[src/sv/slcs_pkg.sv]
`timescale 1ns / 1ps
// slcs_pkg: shared constants, types and helper functions for the lattice step unit.
// Depends on nothing; used by every other file of the unit but slcs_ram.
package slcs_pkg;

  // Lattice geometry
  localparam int MAX_SIDE = 64;
  localparam int IDX_W    = $clog2(MAX_SIDE);
  localparam int N_W      = IDX_W + 1;
  localparam int CELLS    = MAX_SIDE * MAX_SIDE;
  localparam int ADDR_W   = $clog2(CELLS);

  // Field widths fixed by the interface
  localparam int SIDE_W  = 7;
  localparam int FRAC_W  = 16;
  localparam int RED_W   = 13;
  localparam int PADDR_W = 4;
  localparam int PDATA_W = 32;
  localparam int CMP_W   = (N_W > SIDE_W) ? N_W : SIDE_W;

  // Weights: 1.0 in Q1.16 and running sums of three of them
  localparam int WGT_W = FRAC_W + 1;
  localparam int SUM_W = WGT_W + 1;
  localparam logic [WGT_W-1:0] Q16_ONE = WGT_W'(65536);

  localparam logic [RED_W-1:0]  TALLY_MAX  = {RED_W{1'b1}};
  localparam logic [SIDE_W-1:0] SIDE_RESET = SIDE_W'(64);
  localparam logic [ADDR_W-1:0] ROW_STRIDE = ADDR_W'(MAX_SIDE);

  // Codes
  localparam logic ACT_LOAD   = 1'b0;
  localparam logic ACT_UPDATE = 1'b1;
  localparam logic STRAIN_R   = 1'b0;
  localparam logic STRAIN_B   = 1'b1;
  localparam logic BANK_A     = 1'b0;
  localparam logic BANK_B     = 1'b1;

  localparam logic [1:0] REG_SIDE      = 2'd0;
  localparam logic [1:0] REG_SELECTION = 2'd1;
  localparam logic [1:0] REG_MUTATION  = 2'd2;

  typedef enum logic [1:0] {
    STEP_SELF,
    STEP_NB1,
    STEP_NB2
  } slcs_step_e;

  typedef struct packed {
    logic [SIDE_W-1:0] side;
    logic [FRAC_W-1:0] selection;
    logic [FRAC_W-1:0] mutation;
  } slcs_cfg_t;

  typedef struct packed {
    logic              en;
    logic              bank;
    logic [ADDR_W-1:0] addr;
  } slcs_rd_t;

  typedef struct packed {
    logic              en;
    logic              bank;
    logic [ADDR_W-1:0] addr;
    logic              data;
  } slcs_wr_t;

  typedef struct packed {
    logic              valid;
    logic              last;
    logic              dst;
    logic [ADDR_W-1:0] addr;
    logic [FRAC_W-1:0] pick;
    logic [FRAC_W-1:0] mut;
  } slcs_job_t;

  typedef struct packed {
    logic take0;
    logic take1;
  } slcs_cap_t;

  typedef struct packed {
    logic stall;
    logic hold_last;
  } slcs_evs_t;

  // Side in use, saturated to 2..MAX_SIDE
  function automatic logic [N_W-1:0] eff_side(input logic [SIDE_W-1:0] s);
    logic [CMP_W-1:0] sx;
    sx = CMP_W'(s);
    if (sx < CMP_W'(2)) begin
      return N_W'(2);
    end else if (sx > CMP_W'(MAX_SIDE)) begin
      return N_W'(MAX_SIDE);
    end else begin
      return N_W'(sx);
    end
  endfunction

  function automatic logic [ADDR_W-1:0] cell_addr(input logic [IDX_W-1:0] r,
                                                  input logic [IDX_W-1:0] c);
    return ADDR_W'(ADDR_W'(r) * ROW_STRIDE) + ADDR_W'(c);
  endfunction

endpackage

[src/sv/slcs_eval.sv]
`timescale 1ns / 1ps
`default_nettype none
// slcs_eval: winner choice, mutation, red tally and the result register.
// Depends on slcs_pkg.
module slcs_eval (
  input  wire logic                          clk_i,
  input  wire logic                          rst_ni,
  input  slcs_pkg::slcs_job_t                job_i,
  input  slcs_pkg::slcs_cap_t                cap_i,
  input  wire logic                          rdata_i,
  input  wire logic [slcs_pkg::FRAC_W-1:0]   selection_i,
  input  wire logic [slcs_pkg::FRAC_W-1:0]   mutation_i,
  output slcs_pkg::slcs_wr_t                 wr_o,
  output slcs_pkg::slcs_evs_t                evs_o,
  output logic                               out_valid_o,
  input  wire logic                          out_ready_i,
  output logic                               new_strain_o,
  output logic [slcs_pkg::RED_W-1:0]         red_count_o,
  output logic                               sweep_last_o,
  output logic                               extinct_o
);

  localparam int WW = slcs_pkg::WGT_W;
  localparam int SW = slcs_pkg::SUM_W;
  localparam int PW = SW + slcs_pkg::FRAC_W;

  logic                      ev_valid_q, ev_valid_d;
  slcs_pkg::slcs_job_t       ev_q;
  logic                      cand0_q, cand1_q;
  logic [slcs_pkg::RED_W-1:0] tally_q, tally_d;
  logic                      out_valid_q, out_valid_d;
  logic                      ns_q, last_q, ext_q;
  logic [slcs_pkg::RED_W-1:0] red_q;

  logic                      stall, fire, cand2, win, mutate, ns;
  logic [WW-1:0]             w_b, w0, w1, w2;
  logic [SW-1:0]             run0, run1, total;
  logic [PW-1:0]             thresh, lhs0, lhs1;
  logic [slcs_pkg::RED_W-1:0] tally_new;

  assign stall = ev_valid_q && out_valid_q && !out_ready_i;
  assign fire  = ev_valid_q && !stall;
  assign cand2 = rdata_i;

  // weight 1.0 for R, 1.0 - selection for B
  always_comb begin
    w_b    = slcs_pkg::Q16_ONE - WW'(selection_i);
    w0     = (cand0_q == slcs_pkg::STRAIN_B) ? w_b : slcs_pkg::Q16_ONE;
    w1     = (cand1_q == slcs_pkg::STRAIN_B) ? w_b : slcs_pkg::Q16_ONE;
    w2     = (cand2 == slcs_pkg::STRAIN_B) ? w_b : slcs_pkg::Q16_ONE;
    run0   = SW'(w0);
    run1   = SW'(w0) + SW'(w1);
    total  = run1 + SW'(w2);
    thresh = PW'(ev_q.pick) * PW'(total);
    lhs0   = {run0, {slcs_pkg::FRAC_W{1'b0}}};
    lhs1   = {run1, {slcs_pkg::FRAC_W{1'b0}}};
    if (lhs0 > thresh) begin
      win = cand0_q;
    end else if (lhs1 > thresh) begin
      win = cand1_q;
    end else begin
      win = cand2;
    end
    mutate    = (mutation_i != '0) && (ev_q.mut < mutation_i);
    ns        = win | mutate;
    tally_new = ((ns == slcs_pkg::STRAIN_R) && (tally_q != slcs_pkg::TALLY_MAX)) ?
                tally_q + slcs_pkg::RED_W'(1) : tally_q;
  end

  always_comb begin
    ev_valid_d  = ev_valid_q;
    tally_d     = tally_q;
    out_valid_d = out_valid_q && !out_ready_i;
    if (fire) begin
      ev_valid_d  = 1'b0;
      out_valid_d = 1'b1;
      tally_d     = ev_q.last ? '0 : tally_new;
    end
    if (job_i.valid) begin
      ev_valid_d = 1'b1;
    end
  end

  always_ff @(posedge clk_i or negedge rst_ni) begin
    if (!rst_ni) begin
      ev_valid_q  <= 1'b0;
      tally_q     <= '0;
      out_valid_q <= 1'b0;
    end else begin
      ev_valid_q  <= ev_valid_d;
      tally_q     <= tally_d;
      out_valid_q <= out_valid_d;
    end
  end

  always_ff @(posedge clk_i) begin
    if (job_i.valid) begin
      ev_q <= job_i;
    end
    if (cap_i.take0) begin
      cand0_q <= rdata_i;
    end
    if (cap_i.take1) begin
      cand1_q <= rdata_i;
    end
    if (fire) begin
      ns_q   <= ns;
      red_q  <= tally_new;
      last_q <= ev_q.last;
      ext_q  <= ev_q.last && (tally_new == '0);
    end
  end

  assign wr_o.en   = fire;
  assign wr_o.bank = ev_q.dst;
  assign wr_o.addr = ev_q.addr;
  assign wr_o.data = ns;

  assign evs_o.stall     = stall;
  assign evs_o.hold_last = ev_valid_q && ev_q.last;

  assign out_valid_o  = out_valid_q;
  assign new_strain_o = ns_q;
  assign red_count_o  = red_q;
  assign sweep_last_o = last_q;
  assign extinct_o    = ext_q;

endmodule
`default_nettype wire

[config.mk]
export PLATFORM = sky130hd
export DESIGN_NAME = slcs_eval
export DESIGN_NICKNAME = d
export VERILOG_FILES = /design/src/sv/slcs_pkg.sv /design/src/sv/slcs_eval.sv
export SDC_FILE = /design/constraint.sdc
export NUM_CORES = 1
export LEC_CHECK = 0
export ABC_AREA = 1
export BUFFER_PORTS_ARGS = -buffer_cell sky130_fd_sc_hd__buf_4
export CAP_MARGIN = 15
export CORE_UTILIZATION = 55
export CTS_CLUSTER_DIAMETER = 120
export DETAILED_ROUTE_END_ITERATION = 12
export GPL_ROUTABILITY_DRIVEN = 0
export PLACE_DENSITY = 0.77
export SYNTH_ARGS = -nofsm -noshare
export SYNTH_HDL_FRONTEND = slang
export SYNTH_SLANG_ARGS = --single-unit
export TNS_END_PERCENT = 1
[constraint.sdc]
create_clock -name clk_i -period 13.39 [get_ports clk_i]
set_clock_uncertainty 0.15 [all_clocks]
set_input_delay 1.339 -clock clk_i [delete_from_list [all_inputs] [get_ports clk_i]]
set_output_delay 1.339 -clock clk_i [all_outputs]
set_load 0.005 [all_outputs]
==> results by group <==
Outcome
  – Status: finished clean

Floorplan
  – Core area: 0.02886 mm2
  – Io pins: 119
  – Die Span X: 173.6 um
  – Die area: 0.03012 mm2
  – Row cnt: 62
  – Die height: 173.6 um
  – Initial Util: 0.5610

Critical path
  – Crit end category: output pin
  – Critical path arrival: 11.63 ns
  – Reg2reg path depth: 67
  – Worst-path fanout max: 8
  – Crit Path Class: input pin to output pin
  – Most frequent CP cell: nand2_1
  – Critical Path Source Type: input pin
  – Reg2reg setup slack: 1.32 ns
  – Worst stage delay on the critical path: 0.57 ns
  – Crit path required time: 11.90 ns
  – Slowest CP cell: fa_1

Finish
  – Final Non-Filler Cells: 2634
  – Area growth, synth to finish: 16.26%
  – Net total in the final layout: 2736
  – Most frequent cells in the layout: nand2_1 (448), inv_1 (424), fa_1 (222), nor2_1 (219), buf_4 (185)
  – Commonest non-fill, non-tap cell in the layout: nand2_1
  – Area of the multi-input gates: 0.01257 mm2
  – FILL cells: 2394
  – N_diodes: 0
  – Register Area: 0.002297 mm2
  – Fin util: 0.6522
  – Share of cells above drive strength 1: 0.1747

Worst hold path
  – Hold depth: 2
  – Hold/Removal Path Class: flop to flop

Timing
  – Fin Setup TNS: 0 ns
  – Min Tclk post-route: 13.12 ns
  – Final setup fails: 0
  – Slew Limit Fails: 0
  – Hold Slack: 0.3653 ns
  – Final hold violations: 0
  – Worst-Margin Slew: 0.8626 ns
  – Worst slew margin: 0.4249
  – Final Cycle Share: 0.9796
  – Fmax: 76.24 MHz

Global routing
  – First-pass GRT wire length: 72760 um
  – Grt ovf: 0
  – Gr usage total: 0.3038
  – Initial antenna violation count: 0
  – Largest net degree at the start of global routing: 48
  – Vias in the first global route: 14920

Routing
  – DRC: 0
  – Avg WL per Cell: 17.14 um
  – Vias per inst: 5.560
  – Via count: 14640
  – 1st-pass router iterations: 7
  – Antenna Violating Nets Remaining: 0
  – Final wirelength: 45140 um
  – Iter 0 DRT Violations: 1184

Logic synthesis
  – Yosys warnings: 0
  – Post-Syn Nets: 2593
  – Mean Syn Cell Area: 7.701 um2
  – Sequential share of the synthesized area: 0.1419
  – Mapped Area: 0.01619 mm2
  – FF+latch count, synth: 79
  – Yosys cell types: 48
  – Synth Instances: 2102

Clock tree
  – CTS HTree Levels: 3
  – CTS Buf Count: 9
  – Clock root cell: clkbuf_16
  – Clock-pin slew on the worst setup and hold paths: 0.07 ns
  – CTS Buffer Depth: 2
  – TritonCTS clock tree: built
  – Clk_lat worst skew: 0.37 ns
  – Sink Count: 79

Placement
  – HPWL Detailed: 36190 um
  – Post-Place Cells: 2589
  – I/O Buffers: 118

Flow run
  – Max cap viols: 0
## flip-flops by register name, indices dropped and copies added (netlist names)
name / count
ev_q: 33
extinct_o: 1
new_strain_o: 1
ev_valid_q: 1
out_valid_o: 1
cand1_q: 1
wr_o: 13
sweep_last_o: 1
red_count_o: 13
tally_q: 13
cand0_q: 1
## routing by layer
layer	wire, um	share of wire	vias up	GRT usage
met3	3873	0.086	165	0.06447
met4	2202	0.049	0	0.1324
li1	-	-	6743	-
met2	21090	0.47	730	0.4955
met5	0	0	-	0
met1	17970	0.40	7006	0.3901
## through the flow
stage	cell area [um2]	setup WS [ns]
2_1_floorplan	16190	0.9799
3_3_place_gp	17570	0.1189
3_5_place_dp	17570	-0.1176
4_1_cts	17910	0.0006697
5_1_grt	18820	-0.1909
6_report	18820	0.2733
## cell usage after synthesis (all sizes together)
library cell  count  area [um2]
a21o              4       30.03
o211ai            3       22.52
o221a             1       11.26
a31oi             5       31.28
nor4              9       56.30
nor3b             1       7.510
nor2b             1       6.260
nand2           500        1924
nand4            36       225.2
o21a              2       15.01
or2              14       87.59
nand3b            9       67.56
o22ai             9       56.30
buf              22       170.2
nor3              9       50.05
a21oi            80       407.9
ha              182        2277
a21boi            1       7.510
a211oi            2       15.01
xnor2            13       113.9
nor2            241       952.2
dfrtp            15       375.4
a22oi             1       7.510
o31ai             2       15.01
and2              2       12.51
xor2             34       297.8
nand3            82       450.4
fa              224        4484
clkbuf           34       127.6
o21ai            36       183.9
o2111ai           1       8.760
edfxtp           64        1922
inv             447        1678
clkinv            8       30.03
o21bai            8       60.06
## final cells by class
class                      instances  area share
clock buffer                       9     0.01197
tap                              384     0.02553
timing repair buffer             188     0.07605
inverter                         455     0.09188
multi-input combinational       1512      0.6677
clock inverter                     7    0.004787
sequential                        79      0.1221
## worst max-delay path, delay by kind of cell
| family | cells | cell delay, ns |
|---|---|---|
| compound gates | 11 | 1.66 |
| buf+inv | 14 | 1.16 |
| simple gates | 25 | 2.43 |
| xor+xnor | 3 | 0.55 |
| fa+ha+maj | 11 | 4.50 |
## logic make-up (layout without fill, tap and decap cells)
kind of cell / count (synthesis) / count (layout) / share of synthesized area
buffers and inverters: 511 / 659 / 0.1239
DFF: 79 / 79 / 0.1419
xor gates and xnor gates: 47 / 47 / 0.02543
AOI/OAI and AO/OA: 155 / 155 / 0.05387
and+or+nand+nor: 904 / 904 / 0.2372
adders and majority gates: 406 / 406 / 0.4177
## timing repair
action,CTS,global route
resized for setup,6,148
endpoints found under the setup margin,1,11
setup buffers,0,29
pin swaps,0,77
hold buffers,0,0
## final timing paths
kind / from / endpoint
max reg2reg: cand1_q / extinct_o
min: out_valid_o / out_valid_o
min in group asynchronous: rst_ni / tally_q[9]
max: selection_i[1] / wr_o[0]
max in group asynchronous: rst_ni / tally_q[2]
min reg2reg: out_valid_o / out_valid_o
Power is left out: the tool's default activity adds up to more than one toggle a clock period on the data nets, which glitch-free logic cannot reach.
