<file path="src/sv/slcs_pkg.sv">
`timescale 1ns / 1ps
// slcs_pkg: shared constants, types and helper functions for the lattice step unit.
// Depends on nothing; used by every other file of the unit but slcs_ram.
package slcs_pkg;

  // Lattice geometry
  localparam int MAX_SIDE = 64;
  localparam int IDX_W    = $clog2(MAX_SIDE);
  localparam int N_W      = IDX_W + 1;
  localparam int CELLS    = MAX_SIDE * MAX_SIDE;
  localparam int ADDR_W   = $clog2(CELLS);

  // Field widths fixed by the interface
  localparam int SIDE_W  = 7;
  localparam int FRAC_W  = 16;
  localparam int RED_W   = 13;
  localparam int PADDR_W = 4;
  localparam int PDATA_W = 32;
  localparam int CMP_W   = (N_W > SIDE_W) ? N_W : SIDE_W;

  // Weights: 1.0 in Q1.16 and running sums of three of them
  localparam int WGT_W = FRAC_W + 1;
  localparam int SUM_W = WGT_W + 1;
  localparam logic [WGT_W-1:0] Q16_ONE = WGT_W'(65536);

  localparam logic [RED_W-1:0]  TALLY_MAX  = {RED_W{1'b1}};
  localparam logic [SIDE_W-1:0] SIDE_RESET = SIDE_W'(64);
  localparam logic [ADDR_W-1:0] ROW_STRIDE = ADDR_W'(MAX_SIDE);

  // Codes
  localparam logic ACT_LOAD   = 1'b0;
  localparam logic ACT_UPDATE = 1'b1;
  localparam logic STRAIN_R   = 1'b0;
  localparam logic STRAIN_B   = 1'b1;
  localparam logic BANK_A     = 1'b0;
  localparam logic BANK_B     = 1'b1;

  localparam logic [1:0] REG_SIDE      = 2'd0;
  localparam logic [1:0] REG_SELECTION = 2'd1;
  localparam logic [1:0] REG_MUTATION  = 2'd2;

  typedef enum logic [1:0] {
    STEP_SELF,
    STEP_NB1,
    STEP_NB2
  } slcs_step_e;

  typedef struct packed {
    logic [SIDE_W-1:0] side;
    logic [FRAC_W-1:0] selection;
    logic [FRAC_W-1:0] mutation;
  } slcs_cfg_t;

  typedef struct packed {
    logic              en;
    logic              bank;
    logic [ADDR_W-1:0] addr;
  } slcs_rd_t;

  typedef struct packed {
    logic              en;
    logic              bank;
    logic [ADDR_W-1:0] addr;
    logic              data;
  } slcs_wr_t;

  typedef struct packed {
    logic              valid;
    logic              last;
    logic              dst;
    logic [ADDR_W-1:0] addr;
    logic [FRAC_W-1:0] pick;
    logic [FRAC_W-1:0] mut;
  } slcs_job_t;

  typedef struct packed {
    logic take0;
    logic take1;
  } slcs_cap_t;

  typedef struct packed {
    logic stall;
    logic hold_last;
  } slcs_evs_t;

  // Side in use, saturated to 2..MAX_SIDE
  function automatic logic [N_W-1:0] eff_side(input logic [SIDE_W-1:0] s);
    logic [CMP_W-1:0] sx;
    sx = CMP_W'(s);
    if (sx < CMP_W'(2)) begin
      return N_W'(2);
    end else if (sx > CMP_W'(MAX_SIDE)) begin
      return N_W'(MAX_SIDE);
    end else begin
      return N_W'(sx);
    end
  endfunction

  function automatic logic [ADDR_W-1:0] cell_addr(input logic [IDX_W-1:0] r,
                                                  input logic [IDX_W-1:0] c);
    return ADDR_W'(ADDR_W'(r) * ROW_STRIDE) + ADDR_W'(c);
  endfunction

endpackage

</file>
<file path="src/sv/slcs_cfg.sv">
`timescale 1ns / 1ps
`default_nettype none
// slcs_cfg: APB-style register file (side, selection, mutation rate).
// Depends on slcs_pkg.
module slcs_cfg (
  input  wire logic                            clk_i,
  input  wire logic                            rst_ni,
  input  wire logic                            psel,
  input  wire logic                            penable,
  input  wire logic                            pwrite,
  input  wire logic [slcs_pkg::PADDR_W-1:0]    paddr,
  input  wire logic [slcs_pkg::PDATA_W-1:0]    pwdata,
  output logic      [slcs_pkg::PDATA_W-1:0]    prdata,
  output logic                                 pready,
  output slcs_pkg::slcs_cfg_t                  cfg_o
);

  logic [slcs_pkg::SIDE_W-1:0] side_q;
  logic [slcs_pkg::FRAC_W-1:0] sel_q;
  logic [slcs_pkg::FRAC_W-1:0] mut_q;
  logic                        wr_en;
  logic [1:0]                  reg_idx;

  assign pready  = 1'b1;
  assign wr_en   = psel && penable && pwrite && pready;
  assign reg_idx = paddr[3:2];

  always_ff @(posedge clk_i or negedge rst_ni) begin
    if (!rst_ni) begin
      side_q <= slcs_pkg::SIDE_RESET;
      sel_q  <= '0;
      mut_q  <= '0;
    end else if (wr_en) begin
      case (reg_idx)
        slcs_pkg::REG_SIDE:      side_q <= pwdata[slcs_pkg::SIDE_W-1:0];
        slcs_pkg::REG_SELECTION: sel_q  <= pwdata[slcs_pkg::FRAC_W-1:0];
        slcs_pkg::REG_MUTATION:  mut_q  <= pwdata[slcs_pkg::FRAC_W-1:0];
        default: ;
      endcase
    end
  end

  always_comb begin
    case (reg_idx)
      slcs_pkg::REG_SIDE:      prdata = slcs_pkg::PDATA_W'(side_q);
      slcs_pkg::REG_SELECTION: prdata = slcs_pkg::PDATA_W'(sel_q);
      slcs_pkg::REG_MUTATION:  prdata = slcs_pkg::PDATA_W'(mut_q);
      default:                 prdata = '0;
    endcase
  end

  assign cfg_o.side      = side_q;
  assign cfg_o.selection = sel_q;
  assign cfg_o.mutation  = mut_q;

endmodule
`default_nettype wire

</file>
<file path="config.mk">
export PLATFORM = sky130hd
export DESIGN_NAME = slcs_cfg
export DESIGN_NICKNAME = d
export VERILOG_FILES = /design/src/sv/slcs_pkg.sv /design/src/sv/slcs_cfg.sv
export SDC_FILE = /design/constraint.sdc
export NUM_CORES = 1
export LEC_CHECK = 0
export ABC_AREA = 0
export BUFFER_PORTS_ARGS = -buffer_cell sky130_fd_sc_hd__buf_2
export CORE_UTILIZATION = 43
export DETAILED_ROUTE_END_ITERATION = 10
export PLACE_DENSITY = 0.89
export SLEW_MARGIN = 0
export SYNTH_ARGS = -nofsm -noshare
export SYNTH_HDL_FRONTEND = slang
export SYNTH_SLANG_ARGS = --single-unit
</file>
<file path="constraint.sdc">
create_clock -name clk_i -period 1.52 [get_ports clk_i]
set_input_delay 0.304 -clock clk_i [delete_from_list [all_inputs] [get_ports clk_i]]
set_output_delay 0.304 -clock clk_i [all_outputs]
set_load 0.1 [all_outputs]
</file>
==> impl_metrics.ini, run 1 <==
[outcome]
outcome = finished with violations
violations = negative setup slack

[global_route]
grt_start_max_net_pins = 21
antenna_found_initial = 0
grt_use_total = 0.242
grt_pass1_vias = 1445
grt_pass1_wl_um = 7680
grt.overflow.total = 0

[synth]
ys_warn_count = 0
synth_cells = 141
synth_area_leaders = dfrtp_1, mux2_2, buf_4, a22o_1, mux2i_1
synth_cell_types = 18
synth_area_per_cell_um2 = 13.3
yosysTopAreaCell = dfrtp_1
ys_seq_area_frac = 0.521
ys_ff_latch = 39
syn-cell-area_um2 = 1880
synth.top_cell.area_share = 0.507

[clocking]
worstSkewPairLatency_ns = 0.29
h-tree-depth = 2
cts_buffer_depth = 2
cts_tree = built
cts-root-buf = clkbuf_8
path_clk_slew_ns = 0.07
cts_sinks = 39
numCtsBuffers = 5

[power]
p_clk_frac = 0.123
seq_power_share = 0.263
ir_drop_v = 0.00138
comb_power_share = 0.614
p_sw_uw = 3570
p_int_uw = 2660
p_leak_uw = 0.00143
sw_frac_of_total = 0.573
power_density_nw_per_um2 = 1980

[cells_and_area]
multi_input_area_um2 = 1040
regArea_um2 = 1050
fillers = 242
syn_to_final_growth_pct = 67.4
layout_common_cells = buf_2, mux2_2, dfrtp_2
antennaDiodeCount = 0
final_area_um2 = 3140
final_common_cell = buf_2
final_nets = 276
drive_gt1_frac = 0.903
fin_cells = 286

[floorplanning]
die_w_um = 68.1
start_util = 0.459
die-area_um2 = 4630
core_um2 = 4090
die_h_um = 68.1
row_count = 23
io_pins = 113

[timing]
fin_crit_sh = 1.08
finalClockSkew_ns = 0
finalMaxSlewViolations = 0
finalSetupViolCount = 3
hold_viol_final = 0
rsz0062_at_grt = true
setup_slack_ns = -0.125
max_freq_mhz = 608
fin_crit_ns = 1.65

[drt]
wire_per_inst_um = 17.8
drt_iter0_drc = 23
vias_per_cell = 5.15
routed_wl_um = 5100
drc_errors = 0
num_vias = 1474
ant_nets = 0
first_pass_iters = 4

[critical_path]
critPathCaptureType = primary output
worstPathRequired_ns = 1.22
crit_type = reg -> out
slowest_delay_ns = 0.64
cp.arrival_ns = 1.34
cp_slowest_cell = dfstp_4
path_cells = mux2i_4, o21ai_4, buf_12
worst-path-max-fanout = 2
cp-start-kind = register

[place]
dpl.hpwl_um = 3350
placed_cells = 269
dpl_cell_area_um2 = 2860
gp_congestion = 0.759
portBuffers = 77

[hold_path]
hold_class = in -> reg

[job]
cap_violations = 0
-- layout make-up --
| cell class | count | share of cell area |
|---|---|---|
| sequential | 39 | 0.335 |
| multi-input combinational | 92 | 0.333 |
| tap | 50 | 0.0199 |
| clock buffer | 8 | 0.0319 |
| timing repair buffer | 97 | 0.281 |
-- synthesized netlist by cell type --
cell,count
mux2i_1,7
nand3_2,1
dfstp_2,1
a22o_1,9
buf_4,18
o21ai_0,7
buf_6,2
buf_8,1
conb_1,2
nor3b_2,1
nor2b_1,2
or3b_1,1
buf_2,1
clkbuf_1,3
nor3_2,1
mux2_2,39
nand2_1,7
dfrtp_1,38
-- power groups by stage --
stage | registers [uW] | clock network, uW | logic, uW
floorplan | 3400 | 0 | 1250
global placement | 1630 | 0 | 3720
detailed placement | 1640 | 0 | 3750
CTS | 1620 | 781 | 3810
global route | 1670 | 821 | 3920
finish | 1640 | 768 | 3820
-- routing by layer --
layer / global-route usage / part of all wire
met1: 0.286 / 0.41
met2: 0.417 / 0.52
met3: 0.0500 / 0.047
met4: 0.112 / 0.022
met5: 0 / 0
-- critical path: cells and delay by family, from the launching register on --
family	cells	cell delay, ns
buffers and inverters	1	0.19
AO/OA/AOI/OAI	1	0.15
multiplexers	1	0.07
flip-flops	1	0.64
-- cells by family after synthesis --
family,synth area share
simple gates,0.0427
mux,0.271
compound gates,0.0607
other cells,0.00400
buf+inv,0.101
flops,0.521
-- stage by stage --
| stage | utilization | hold slack (ns) | total power (uW) | setup slack (ns) | setup TNS (ns) |
|---|---|---|---|---|---|
| floorplan | - | 0.00841 | 4650 | -0.275 | -1.00 |
| global placement | 0.699 | 0.282 | 5350 | -0.398 | -8.47 |
| detailed placement | 0.699 | 0.289 | 5390 | -0.444 | -10.11 |
| CTS | 0.764 | 0.242 | 6210 | -0.128 | -0.148 |
| global route | 0.769 | 0.246 | 6410 | -0.150 | -0.317 |
| finish | 0.769 | 0.254 | 6230 | -0.125 | -0.154 |
-- sequential cells by signal (all words and copies together) (netlist names) --
register and count:
mut_q 16, sel_q 16, side_q 7
-- final timing paths --
kind,cells after the start,from,endpoint,slack (ns)
worst max-delay path,3,side_q[6],prdata[6],-0.13
worst min-delay path,2,pwdata[15],sel_q[15],0.25
worst max register to register,2,side_q[6],side_q[6],0.53
worst min register to register,1,side_q[0],side_q[0],0.54
max in group asynchronous,3,rst_ni,sel_q[1],0.53
min in group asynchronous,2,rst_ni,mut_q[6],0.50
-- what timing repair did --
action | CTS | global route
setup buffers | 8 | 0
hold buffers | 1 | 0
endpoints found under the setup margin | 16 | 17
endpoints found under the hold margin | 18 | 0
pin swaps | 6 | 1
resized for setup | 21 | 6
No activity file was read; power rests on OpenSTA's default activity.
==> inputs of run 2 (changes only) <==
==> constraint.sdc (replaced) <==
create_clock -name clk_i -period 1.6 [get_ports clk_i]
set_input_delay 0.32 -clock clk_i [delete_from_list [all_inputs] [get_ports clk_i]]
set_output_delay 0.32 -clock clk_i [all_outputs]
set_load 0.1 [all_outputs]
==> run 2 against run 1 <==
The flow still finishes with violations (negative setup slack). Utilization increased by 1.1 points. Final cell count increased by 1.0%. Critical path depth unchanged. First-iteration DRC count increased by 130%. Routed wire length increased by 19%. Total power decreased by 2.2%. Critical path type unchanged. Critical endpoint unchanged.
==> impl_metrics.ini, run 2 (synthesis gave the netlist of run 1 again) <==
[job]
cap_violations = 0

[global_route]
grt_start_max_net_pins = 25
grt_use_total = 0.240
antenna_found_initial = 0
grt_pass1_wl_um = 7670
grt_pass1_vias = 1493
grt.overflow.total = 0

[critical_path]
path_buf_inv = 1
slowest_delay_ns = 0.64
reg2reg_slack_ns = 0.62
critPathCapture = prdata[6]
worstPathRequired_ns = 1.28
rr_worst_depth = 2
worst-path-max-fanout = 2
critPathCaptureType = primary output
cp_slowest_cell = dfstp_4
crit_type = reg -> out
worstSetupPathDepth = 3
path_delay_family = flip-flops
cp-start-kind = register
reg2reg_to = side_q[6]
path_cells = mux2i_4, o21ai_4, buf_12
crit_start = side_q[6]
rr_startpoint = side_q[6]
cp.arrival_ns = 1.35

[clocking]
cts-root-buf = clkbuf_8
numCtsBuffers = 5
cts_sinks = 39
path_clk_slew_ns = 0.07
cts_tree = built
cts_buffer_depth = 2
h-tree-depth = 2
worstSkewPairLatency_ns = 0.29

[place]
portBuffers = 77
gp_congestion = 0.717
dpl.hpwl_um = 3750
dpl_cell_area_um2 = 2860

[drt]
vias_per_cell = 5.23
num_vias = 1511
routed_wl_um = 6040
drt_iter0_drc = 52
first_pass_iters = 4
drc_errors = 0
ant_nets = 0
wire_per_inst_um = 20.9

[timing]
slew_headroom = 0.661
rsz0062_at_grt = true
fin_hold_ws_ns = 0.272
finalClockSkew_ns = 0
finalMaxSlewViolations = 0
worst_pin_slew_ns = 0.512
max_freq_mhz = 600
setup_slack_ns = -0.0677
finalSetupViolCount = 1
hold_viol_final = 0
fin_crit_ns = 1.67
fin_crit_sh = 1.04

[hold_path]
hold_class = in -> reg

[cells_and_area]
final_nets = 279
antennaDiodeCount = 0
final_area_um2 = 3190
fillers = 212
syn_to_final_growth_pct = 69.9
regArea_um2 = 1050
final_common_cell = buf_2
reg.largest.list = mut_q: 16 flops, sel_q: 16 flops, side_q: 7 flops
drive_gt1_frac = 0.904
layout_common_cells = buf_2, mux2_2, dfrtp_2
multi_input_area_um2 = 1040

[floorplanning]
core_um2 = 4090
io_pins = 113
die_h_um = 68.1
row_count = 23
die-area_um2 = 4630
die_w_um = 68.1
start_util = 0.459

[outcome]
violations = negative setup slack
outcome = finished with violations

[power]
p_leak_uw = 0.00146
power_density_nw_per_um2 = 1910
ir_drop_v = 0.00153
[run 2: cell count changes in the layout (fill, tap and decap cells not counted), sizes merged]
| cell | previous run | this run |
|---|---|---|
| clkinv | 0 | 1 |
| buf | 96 | 97 |
| bufinv | 0 | 1 |
[run 2: report_power, final]
| part | switching (uW) | total, uW | internal [uW] |
|---|---|---|---|
| Sequential | 272 | 1570 | 1290 |
| Combinational | 2830 | 3680 | 846 |
| Clock | 340 | 844 | 504 |
[run 2: layer usage]
metal  track usage  up-vias  wire, um
li1              -      658         -
met1         0.258      767      2330
met2         0.435       75      3160
met3        0.0733       11       420
met4        0.0911        0       135
met5             0        -         0
[run 2: worst register-to-register path, cell delays in order (launching register included)]
cell	delay [ns]
dfstp_4	0.64
buf_4	0.14
mux2_2	0.15
[run 2: what timing repair did]
item                                    in CTS  in global routing
endpoints found under the hold margin       15                  0
pin swaps                                    1                  1
hold buffers                                 1                  0
gates cloned                                 0                  2
setup buffers                                2                  6
resized for setup                           12                 12
endpoints found under the setup margin      16                  8
[run 2: area by class of cell]
cell class / count / share of cell area
Multi-Input combinational cell: 92 / 0.326
Clock inverter: 2 / 0.0110
Timing Repair Buffer: 100 / 0.288
Clock buffer: 6 / 0.0259
Tap cell: 50 / 0.0196
Sequential cell: 39 / 0.330
[run 2: per-stage QoR]
| step | total power (uW) | setup WS (ns) | std cells | util | setup TNS, ns |
|---|---|---|---|---|---|
| CTS | 6000 | -0.0543 | 281 | 0.747 | -0.0640 |
| global placement | 5070 | -0.397 | 270 | 0.701 | -6.27 |
| finish | 6090 | -0.0677 | 289 | 0.780 | -0.0677 |
| global route | 6240 | -0.0901 | 289 | 0.780 | -0.124 |
| floorplan | 4400 | -0.211 | 156 | - | -0.815 |
| detailed placement | 5140 | -0.512 | 270 | 0.701 | -8.16 |
[run 2: worst min-delay path by stage]
stage | start | to | slack [ns] | cells after the start
final | pwdata[12] | mut_q[12] | 0.27 | 2
after global routing | pwdata[7] | mut_q[7] | 0.27 | 2
after CTS | pwdata[12] | mut_q[12] | 0.27 | 2
after detailed placement | rst_ni | mut_q[8] | 0.27 | 1
after global placement | rst_ni | mut_q[8] | 0.26 | 1
after floorplan | rst_ni | mut_q[0] | 0.02 | 0
