### src/sv/slcs_pkg.sv
`timescale 1ns / 1ps
// slcs_pkg: shared constants, types and helper functions for the lattice step unit.
// Depends on nothing; used by every other file of the unit but slcs_ram.
package slcs_pkg;

  // Lattice geometry
  localparam int MAX_SIDE = 64;
  localparam int IDX_W    = $clog2(MAX_SIDE);
  localparam int N_W      = IDX_W + 1;
  localparam int CELLS    = MAX_SIDE * MAX_SIDE;
  localparam int ADDR_W   = $clog2(CELLS);

  // Field widths fixed by the interface
  localparam int SIDE_W  = 7;
  localparam int FRAC_W  = 16;
  localparam int RED_W   = 13;
  localparam int PADDR_W = 4;
  localparam int PDATA_W = 32;
  localparam int CMP_W   = (N_W > SIDE_W) ? N_W : SIDE_W;

  // Weights: 1.0 in Q1.16 and running sums of three of them
  localparam int WGT_W = FRAC_W + 1;
  localparam int SUM_W = WGT_W + 1;
  localparam logic [WGT_W-1:0] Q16_ONE = WGT_W'(65536);

  localparam logic [RED_W-1:0]  TALLY_MAX  = {RED_W{1'b1}};
  localparam logic [SIDE_W-1:0] SIDE_RESET = SIDE_W'(64);
  localparam logic [ADDR_W-1:0] ROW_STRIDE = ADDR_W'(MAX_SIDE);

  // Codes
  localparam logic ACT_LOAD   = 1'b0;
  localparam logic ACT_UPDATE = 1'b1;
  localparam logic STRAIN_R   = 1'b0;
  localparam logic STRAIN_B   = 1'b1;
  localparam logic BANK_A     = 1'b0;
  localparam logic BANK_B     = 1'b1;

  localparam logic [1:0] REG_SIDE      = 2'd0;
  localparam logic [1:0] REG_SELECTION = 2'd1;
  localparam logic [1:0] REG_MUTATION  = 2'd2;

  typedef enum logic [1:0] {
    STEP_SELF,
    STEP_NB1,
    STEP_NB2
  } slcs_step_e;

  typedef struct packed {
    logic [SIDE_W-1:0] side;
    logic [FRAC_W-1:0] selection;
    logic [FRAC_W-1:0] mutation;
  } slcs_cfg_t;

  typedef struct packed {
    logic              en;
    logic              bank;
    logic [ADDR_W-1:0] addr;
  } slcs_rd_t;

  typedef struct packed {
    logic              en;
    logic              bank;
    logic [ADDR_W-1:0] addr;
    logic              data;
  } slcs_wr_t;

  typedef struct packed {
    logic              valid;
    logic              last;
    logic              dst;
    logic [ADDR_W-1:0] addr;
    logic [FRAC_W-1:0] pick;
    logic [FRAC_W-1:0] mut;
  } slcs_job_t;

  typedef struct packed {
    logic take0;
    logic take1;
  } slcs_cap_t;

  typedef struct packed {
    logic stall;
    logic hold_last;
  } slcs_evs_t;

  // Side in use, saturated to 2..MAX_SIDE
  function automatic logic [N_W-1:0] eff_side(input logic [SIDE_W-1:0] s);
    logic [CMP_W-1:0] sx;
    sx = CMP_W'(s);
    if (sx < CMP_W'(2)) begin
      return N_W'(2);
    end else if (sx > CMP_W'(MAX_SIDE)) begin
      return N_W'(MAX_SIDE);
    end else begin
      return N_W'(sx);
    end
  endfunction

  function automatic logic [ADDR_W-1:0] cell_addr(input logic [IDX_W-1:0] r,
                                                  input logic [IDX_W-1:0] c);
    return ADDR_W'(ADDR_W'(r) * ROW_STRIDE) + ADDR_W'(c);
  endfunction

endpackage

### src/sv/slcs_issue.sv
`timescale 1ns / 1ps
`default_nettype none
// slcs_issue: input stage, scan cursor and read sequencer for the lattice banks.
// Depends on slcs_pkg.
module slcs_issue (
  input  wire logic                          clk_i,
  input  wire logic                          rst_ni,
  input  wire logic                          in_valid_i,
  output logic                               in_ready_o,
  input  wire logic                          action_i,
  input  wire logic                          load_strain_i,
  input  wire logic [slcs_pkg::FRAC_W-1:0]   rand_pick_i,
  input  wire logic [slcs_pkg::FRAC_W-1:0]   rand_mutate_i,
  input  wire logic [slcs_pkg::SIDE_W-1:0]   side_i,
  input  slcs_pkg::slcs_evs_t                evs_i,
  output slcs_pkg::slcs_rd_t                 rd_o,
  output slcs_pkg::slcs_wr_t                 ld_o,
  output slcs_pkg::slcs_cap_t                cap_o,
  output slcs_pkg::slcs_job_t                job_o
);

  localparam int IW = slcs_pkg::IDX_W;

  slcs_pkg::slcs_step_e step_q, step_d;
  logic                 iss_valid_q, iss_valid_d;
  logic [IW-1:0]        row_q, row_d, col_q, col_d;
  logic                 phase_q, phase_d;

  logic                        act_q, strain_q;
  logic [slcs_pkg::FRAC_W-1:0] pick_q, mut_q;

  logic [slcs_pkg::N_W-1:0] n, nm1_w;
  logic [IW-1:0]            nm1, r, c, r1, rm, c1, cm;
  logic [IW-1:0]            nb_r, nb_c;
  logic                     is_upd, go, done, accept, last;

  always_comb begin
    n     = slcs_pkg::eff_side(side_i);
    nm1_w = n - slcs_pkg::N_W'(1);
    nm1   = nm1_w[IW-1:0];
    // cursor beyond the side in use is pulled back to the edge
    r  = (slcs_pkg::N_W'(row_q) >= n) ? nm1 : row_q;
    c  = (slcs_pkg::N_W'(col_q) >= n) ? nm1 : col_q;
    r1 = (r == nm1) ? '0 : r + IW'(1);
    rm = (r == '0) ? nm1 : r - IW'(1);
    c1 = (c == nm1) ? '0 : c + IW'(1);
    cm = (c == '0) ? nm1 : c - IW'(1);
    last = (r == nm1) && (c == nm1);
  end

  assign is_upd     = (act_q == slcs_pkg::ACT_UPDATE);
  assign go         = iss_valid_q && !evs_i.stall && !evs_i.hold_last;
  assign done       = go && (!is_upd || (step_q == slcs_pkg::STEP_NB2));
  assign in_ready_o = !iss_valid_q || done;
  assign accept     = in_valid_i && in_ready_o;

  // neighbour coordinates per sweep parity and column parity
  always_comb begin
    nb_r = r;
    nb_c = c;
    case (step_q)
      slcs_pkg::STEP_SELF: begin
        nb_r = r;
        nb_c = c;
      end
      slcs_pkg::STEP_NB1: begin
        if (!phase_q) begin
          nb_r = c[0] ? rm : r;
          nb_c = c1;
        end else begin
          nb_r = r;
          nb_c = cm;
        end
      end
      slcs_pkg::STEP_NB2: begin
        if (!phase_q) begin
          nb_r = c[0] ? r : r1;
          nb_c = c1;
        end else begin
          nb_r = c[0] ? rm : r1;
          nb_c = cm;
        end
      end
      default: begin
        nb_r = r;
        nb_c = c;
      end
    endcase
  end

  // source bank follows the sweep phase; updates write the other one
  assign rd_o.en   = go && is_upd;
  assign rd_o.bank = phase_q;
  assign rd_o.addr = slcs_pkg::cell_addr(nb_r, nb_c);

  assign ld_o.en   = go && !is_upd;
  assign ld_o.bank = phase_q;
  assign ld_o.addr = slcs_pkg::cell_addr(r, c);
  assign ld_o.data = strain_q;

  // read data holds while stalled, so capture needs no handshake
  assign cap_o.take0 = iss_valid_q && is_upd && (step_q == slcs_pkg::STEP_NB1);
  assign cap_o.take1 = iss_valid_q && is_upd && (step_q == slcs_pkg::STEP_NB2);

  assign job_o.valid = done && is_upd;
  assign job_o.last  = last;
  assign job_o.dst   = !phase_q;
  assign job_o.addr  = slcs_pkg::cell_addr(r, c);
  assign job_o.pick  = pick_q;
  assign job_o.mut   = mut_q;

  always_comb begin
    step_d      = step_q;
    iss_valid_d = iss_valid_q;
    row_d       = row_q;
    col_d       = col_q;
    phase_d     = phase_q;
    if (go && is_upd) begin
      case (step_q)
        slcs_pkg::STEP_SELF: step_d = slcs_pkg::STEP_NB1;
        slcs_pkg::STEP_NB1:  step_d = slcs_pkg::STEP_NB2;
        slcs_pkg::STEP_NB2:  step_d = slcs_pkg::STEP_SELF;
        default:             step_d = slcs_pkg::STEP_SELF;
      endcase
    end
    if (done) begin
      iss_valid_d = 1'b0;
      if (is_upd && last) begin
        row_d   = '0;
        col_d   = '0;
        phase_d = !phase_q;
      end else begin
        col_d = c1;
        row_d = (c == nm1) ? r1 : r;
      end
    end
    if (accept) begin
      iss_valid_d = 1'b1;
    end
  end

  always_ff @(posedge clk_i or negedge rst_ni) begin
    if (!rst_ni) begin
      step_q      <= slcs_pkg::STEP_SELF;
      iss_valid_q <= 1'b0;
      row_q       <= '0;
      col_q       <= '0;
      phase_q     <= 1'b0;
    end else begin
      step_q      <= step_d;
      iss_valid_q <= iss_valid_d;
      row_q       <= row_d;
      col_q       <= col_d;
      phase_q     <= phase_d;
    end
  end

  always_ff @(posedge clk_i) begin
    if (accept) begin
      act_q    <= action_i;
      strain_q <= load_strain_i;
      pick_q   <= rand_pick_i;
      mut_q    <= rand_mutate_i;
    end
  end

endmodule
`default_nettype wire

### config.mk
export PLATFORM = sky130hd
export DESIGN_NAME = slcs_issue
export DESIGN_NICKNAME = d
export VERILOG_FILES = /design/src/sv/slcs_pkg.sv /design/src/sv/slcs_issue.sv
export SDC_FILE = /design/constraint.sdc
export NUM_CORES = 1
export LEC_CHECK = 0
export ABC_AREA = 0
export BUFFER_PORTS_ARGS = -buffer_cell sky130_fd_sc_hd__buf_2
export CAP_MARGIN = 25
export CORE_MARGIN = 4
export CORE_UTILIZATION = 50
export DETAILED_ROUTE_END_ITERATION = 10
export PLACE_DENSITY = 0.9
export SLEW_MARGIN = 15
export SYNTH_ARGS = -nofsm -noshare
export SYNTH_HDL_FRONTEND = slang
export SYNTH_SLANG_ARGS = --single-unit
### constraint.sdc
create_clock -name clk_i -period 10.75 [get_ports clk_i]
set_clock_uncertainty 0.1 [all_clocks]
set_input_delay 0 -clock clk_i [delete_from_list [all_inputs] [get_ports clk_i]]
set_output_delay 0 -clock clk_i [all_outputs]
set_load 0.005 [all_outputs]
==> run summary <==
The flow ran to the end, and the final reports show no timing, DRC or antenna violations. The delay of the slowest cell on the worst path works out to 0.76 ns. Once detailed placement completed, the half-perimeter wirelength came to 8.85 mm. The final period demand of the worst path was 4.98 ns. The most common cell after layout, fill and taps aside is sky130_fd_sc_hd__buf_2.

The number of global-route vias before repair was 3816; the routed via count divided by cell count was 6.24. After floorplanning, the core was divided into 31 placement rows. The worst endpoint required time is 10.65 ns. The run gives 0 as the count of warnings emitted by yosys. Data arrives at the worst endpoint at 4.88 ns.

Cells fill 65.7% of the core in the end. The die extent in y is 95.5 um. For the initial antenna violation count, the log shows 0.

The final hold violation count is 0. Area of the placeable core: 7330 um2. Critical path startpoint category: an input pin. For this run, design rule violations remaining after detail routing come to 0.

In this run the critical register-to-register path is launched from col_q[0]. The path class of the tightest hold or removal check is input pin to asynchronous set/reset pin. For this block, the initial DRC count from the detailed router was 502. Measured in cells, the most critical reg-to-reg path has a length of 12. In the final layout, the share of cells above drive strength 1 is 27.3%.

The starting density of the core is 52.2%. For this run, the total global-route usage over all layers was measured as 28.2%. In the synthesized netlist the async set-or-reset flop fraction comes to 32.0%. Setup repair after global routing left no endpoint under its margin. The maximum vdd drop is 0.234 mV, and the post-synthesis sequential area ratio is 37.2%. In this run the static leakage power is 0.00213 uW. For the synthesized instance count, the log shows 418.

TritonCTS built the clock tree. The number of nets with antenna violations after routing came out at 0. The most used flip-flop cell after synthesis was sky130_fd_sc_hd__edfxtp_1. 0 antenna diodes ended up in the layout. The number of synthesized flops with an enable pin was 34. In this run, post-CTS repair resized a total of 0 instances. In this run the horizontal extent of the chip is 95.5 um. Total via count in the routed design: 4053.

Timing would allow up to 0.201 GHz. The synthesized area per cell works out to 9.15 um2. In the final design database the tool counted 615 nets. Counting flops and latches in the post-synthesis netlist gives 50. The clock tree synthesis step divided the H-tree into 2 levels. The count of port buffers added during placement came out at 124. The areal power density over the cells was 248 nW/um2; the die area was 9110 um2.

For flop-to-flop paths, the worst setup slack is 6.99 ns. The largest individual stage delay along the critical path comes from the cell sky130_fd_sc_hd__a2111oi_0. The number of failing setup endpoints in the final timing report was 0. The worst register-to-register path ends at col_q[4]. The count of distinct cell types in the synthesized netlist was 66; the tightest slew margin relative to the limit was 29.3%. The per-cell routed wire length came out at 20.1 um. The tools report the final setup TNS as 0 ns. At the later pin of the worst-skew pair, clock insertion delay measures 0.30 ns.

The run gives 0 as the number of max-slew violations in the final report. The logs give 2 for the worst-case clock buffer depth and 6 for the count of TritonRoute iterations in the first routing pass. The synthesized netlist net count is 484, and the number of maximum-capacitance violations is 0. At the pin with the least slew margin, the transition time is 1.05 ns.

The critical path goes through buf_2 -> or4_4 -> o21ai_2 -> inv_1 -> ha_1 -> nand2b_1 -> a2111oi_0 -> o21a_1 -> o211a_1 -> inv_1 -> ha_1 -> nand3_1 -> a21oi_1 -> a41o_1 -> or4_1 -> a21oi_1 -> a221o_1 -> buf_2. The biggest fanout along the worst timing path is 12, and the total grt overflow is 0. After synthesis the cells add up to 3820 um2. Routability-driven placement finished with a final weighted congestion of 1.00.

After clock tree synthesis, the clock-pin slew on the worst setup and hold paths is 0.10 ns. The run gives 19.8 mm as the wire length of the first global-routing pass. Counting every sink on the clock net gives 50.

The critical path class is input pin to primary output. The root buffer selected by CTS is sky130_fd_sc_hd__clkbuf_8. The top cell types in the final layout, fill and taps aside, are sky130_fd_sc_hd__buf_2 (124), sky130_fd_sc_hd__nand2_1 (39), sky130_fd_sc_hd__dlygate4sd3_1 (36).

The critical path endpoint category was a primary output. For the number of buffers added by the clock tree synthesis step, the log shows 5. Pin placement for this block handled 125 I/O pins. The maximum number of pins on one net before global-route repair came out at 35. Buffers added to address setup during post-CTS repair amount to 0. After layout, the worst path uses 46.3% of the clock period. The post-detailed-routing wire length is 13.1 mm, and the post-synthesis to final-layout area growth is 26.0%.
[report_power, final]
part           leakage (uW)  internal (uW)  total [uW]  switching [uW]
sequential         0.000512            237         292            54.7
combinational       0.00157            320         792             471
clock             0.0000456           46.6         112            65.7
total               0.00213            604        1200             592
[synthesized netlist by cell type, drive strengths merged, types with 3 or more instances]
cell type / count / area [um2]
buf: 22 / 153
nand4: 3 / 18.8
ha: 20 / 250
o21ai: 32 / 164
a221o: 3 / 30.0
a21oi: 20 / 100
a211oi: 4 / 30.0
nor2b: 3 / 18.8
nor2: 27 / 101
a31oi: 7 / 43.8
o22ai: 3 / 18.8
nor3: 15 / 85.1
or3: 4 / 25.0
or2: 3 / 18.8
xnor2: 13 / 114
or4: 3 / 26.3
o211ai: 5 / 37.5
nor4b: 4 / 35.0
and3: 8 / 50.1
o21a: 4 / 30.0
and2: 7 / 43.8
edfxtp: 34 / 1020
nand3: 7 / 35.0
nand2b: 3 / 18.8
mux2: 6 / 67.6
mux2i: 13 / 130
dfrtp: 16 / 400
nand2: 39 / 146
o2111ai: 3 / 26.3
inv: 22 / 82.6
o31ai: 4 / 30.0
nor3b: 3 / 22.5
a21o: 3 / 22.5
clkbuf: 16 / 60.1
xor2: 5 / 43.8
[cell type report]
type | count | area, um2
Tap cell | 99 | 124
Fill cell | 595 | 2510
Multi-Input combinational cell | 308 | 2110
Sequential cell | 50 | 1420
Clock inverter | 2 | 13.8
Timing Repair Buffer | 162 | 996
Clock buffer | 6 | 72.6
Inverter | 22 | 82.6
[layer usage]
layer / part of all wire [%] / vias up / GRT usage [%] / routed length (um)
met5: 0 / - / 0 / 0
met4: 4.1 / 0 / 10.4 / 533
met3: 11 / 61 / 5.52 / 1420
met2: 51 / 300 / 48.7 / 6610
met1: 34 / 1880 / 34.9 / 4500
li1: - / 1812 / - / -
[flip-flops by register name, summed over array words and instances, names as in the netlist]
register and flops:
strain_q 1, iss_valid_q 1, phase_q 1, mut_q 16, pick_q 16, act_q 1
row_q 6, step_q 2, col_q 6
[per-stage QoR]
stage / instances / total power, uW / instance area (um2) / setup WS (ns) / hold WS [ns]
after global routing: 649 / 1290 / 4820 / 5.30 / 0.101
after floorplan: 418 / 832 / 3820 / 6.49 / -0.396
final: 649 / 1200 / 4820 / 5.77 / 0.0690
after CTS: 649 / 1170 / 4820 / 5.83 / 0.0330
after global placement: 605 / 1030 / 4370 / 6.13 / -0.142
after detailed placement: 605 / 1050 / 4370 / 5.86 / -0.136
[worst max path at each step]
stage | startpoint | to | slack (ns) | cells past startpoint
after floorplan | side_i[1] | rd_o[3] | 6.49 | 19
after global placement | side_i[1] | rd_o[3] | 6.13 | 20
after detailed placement | side_i[1] | rd_o[3] | 5.86 | 20
after CTS | side_i[1] | rd_o[3] | 5.83 | 20
after global routing | side_i[3] | rd_o[3] | 5.30 | 20
final | side_i[1] | rd_o[3] | 5.77 | 18
[worst max-delay path, delay by kind of cell]
| kind | cells | cell delay (ns) |
|---|---|---|
| AO/OA/AOI/OAI | 8 | 2.31 |
| AND/OR/NAND/NOR | 4 | 1.30 |
| buffers and inverters | 4 | 0.67 |
| adder cells (fa/ha/maj) | 2 | 0.58 |
[cell families (layout without fill, tap and decap cells)]
family	Yosys count	after routing	share of synthesized area, %
compound gates	117	117	21.4
mux	19	19	5.17
fa+ha+maj	20	20	6.54
xor+xnor	18	18	4.12
flops	50	50	37.2
buf+inv	60	192	7.72
simple gates	134	134	17.9
[timing repair]
item,CTS,global route
hold buffers,36,0
endpoints found under the hold margin,51,0
endpoints found under the setup margin,0,0
Power figures use the tool's default switching activity.
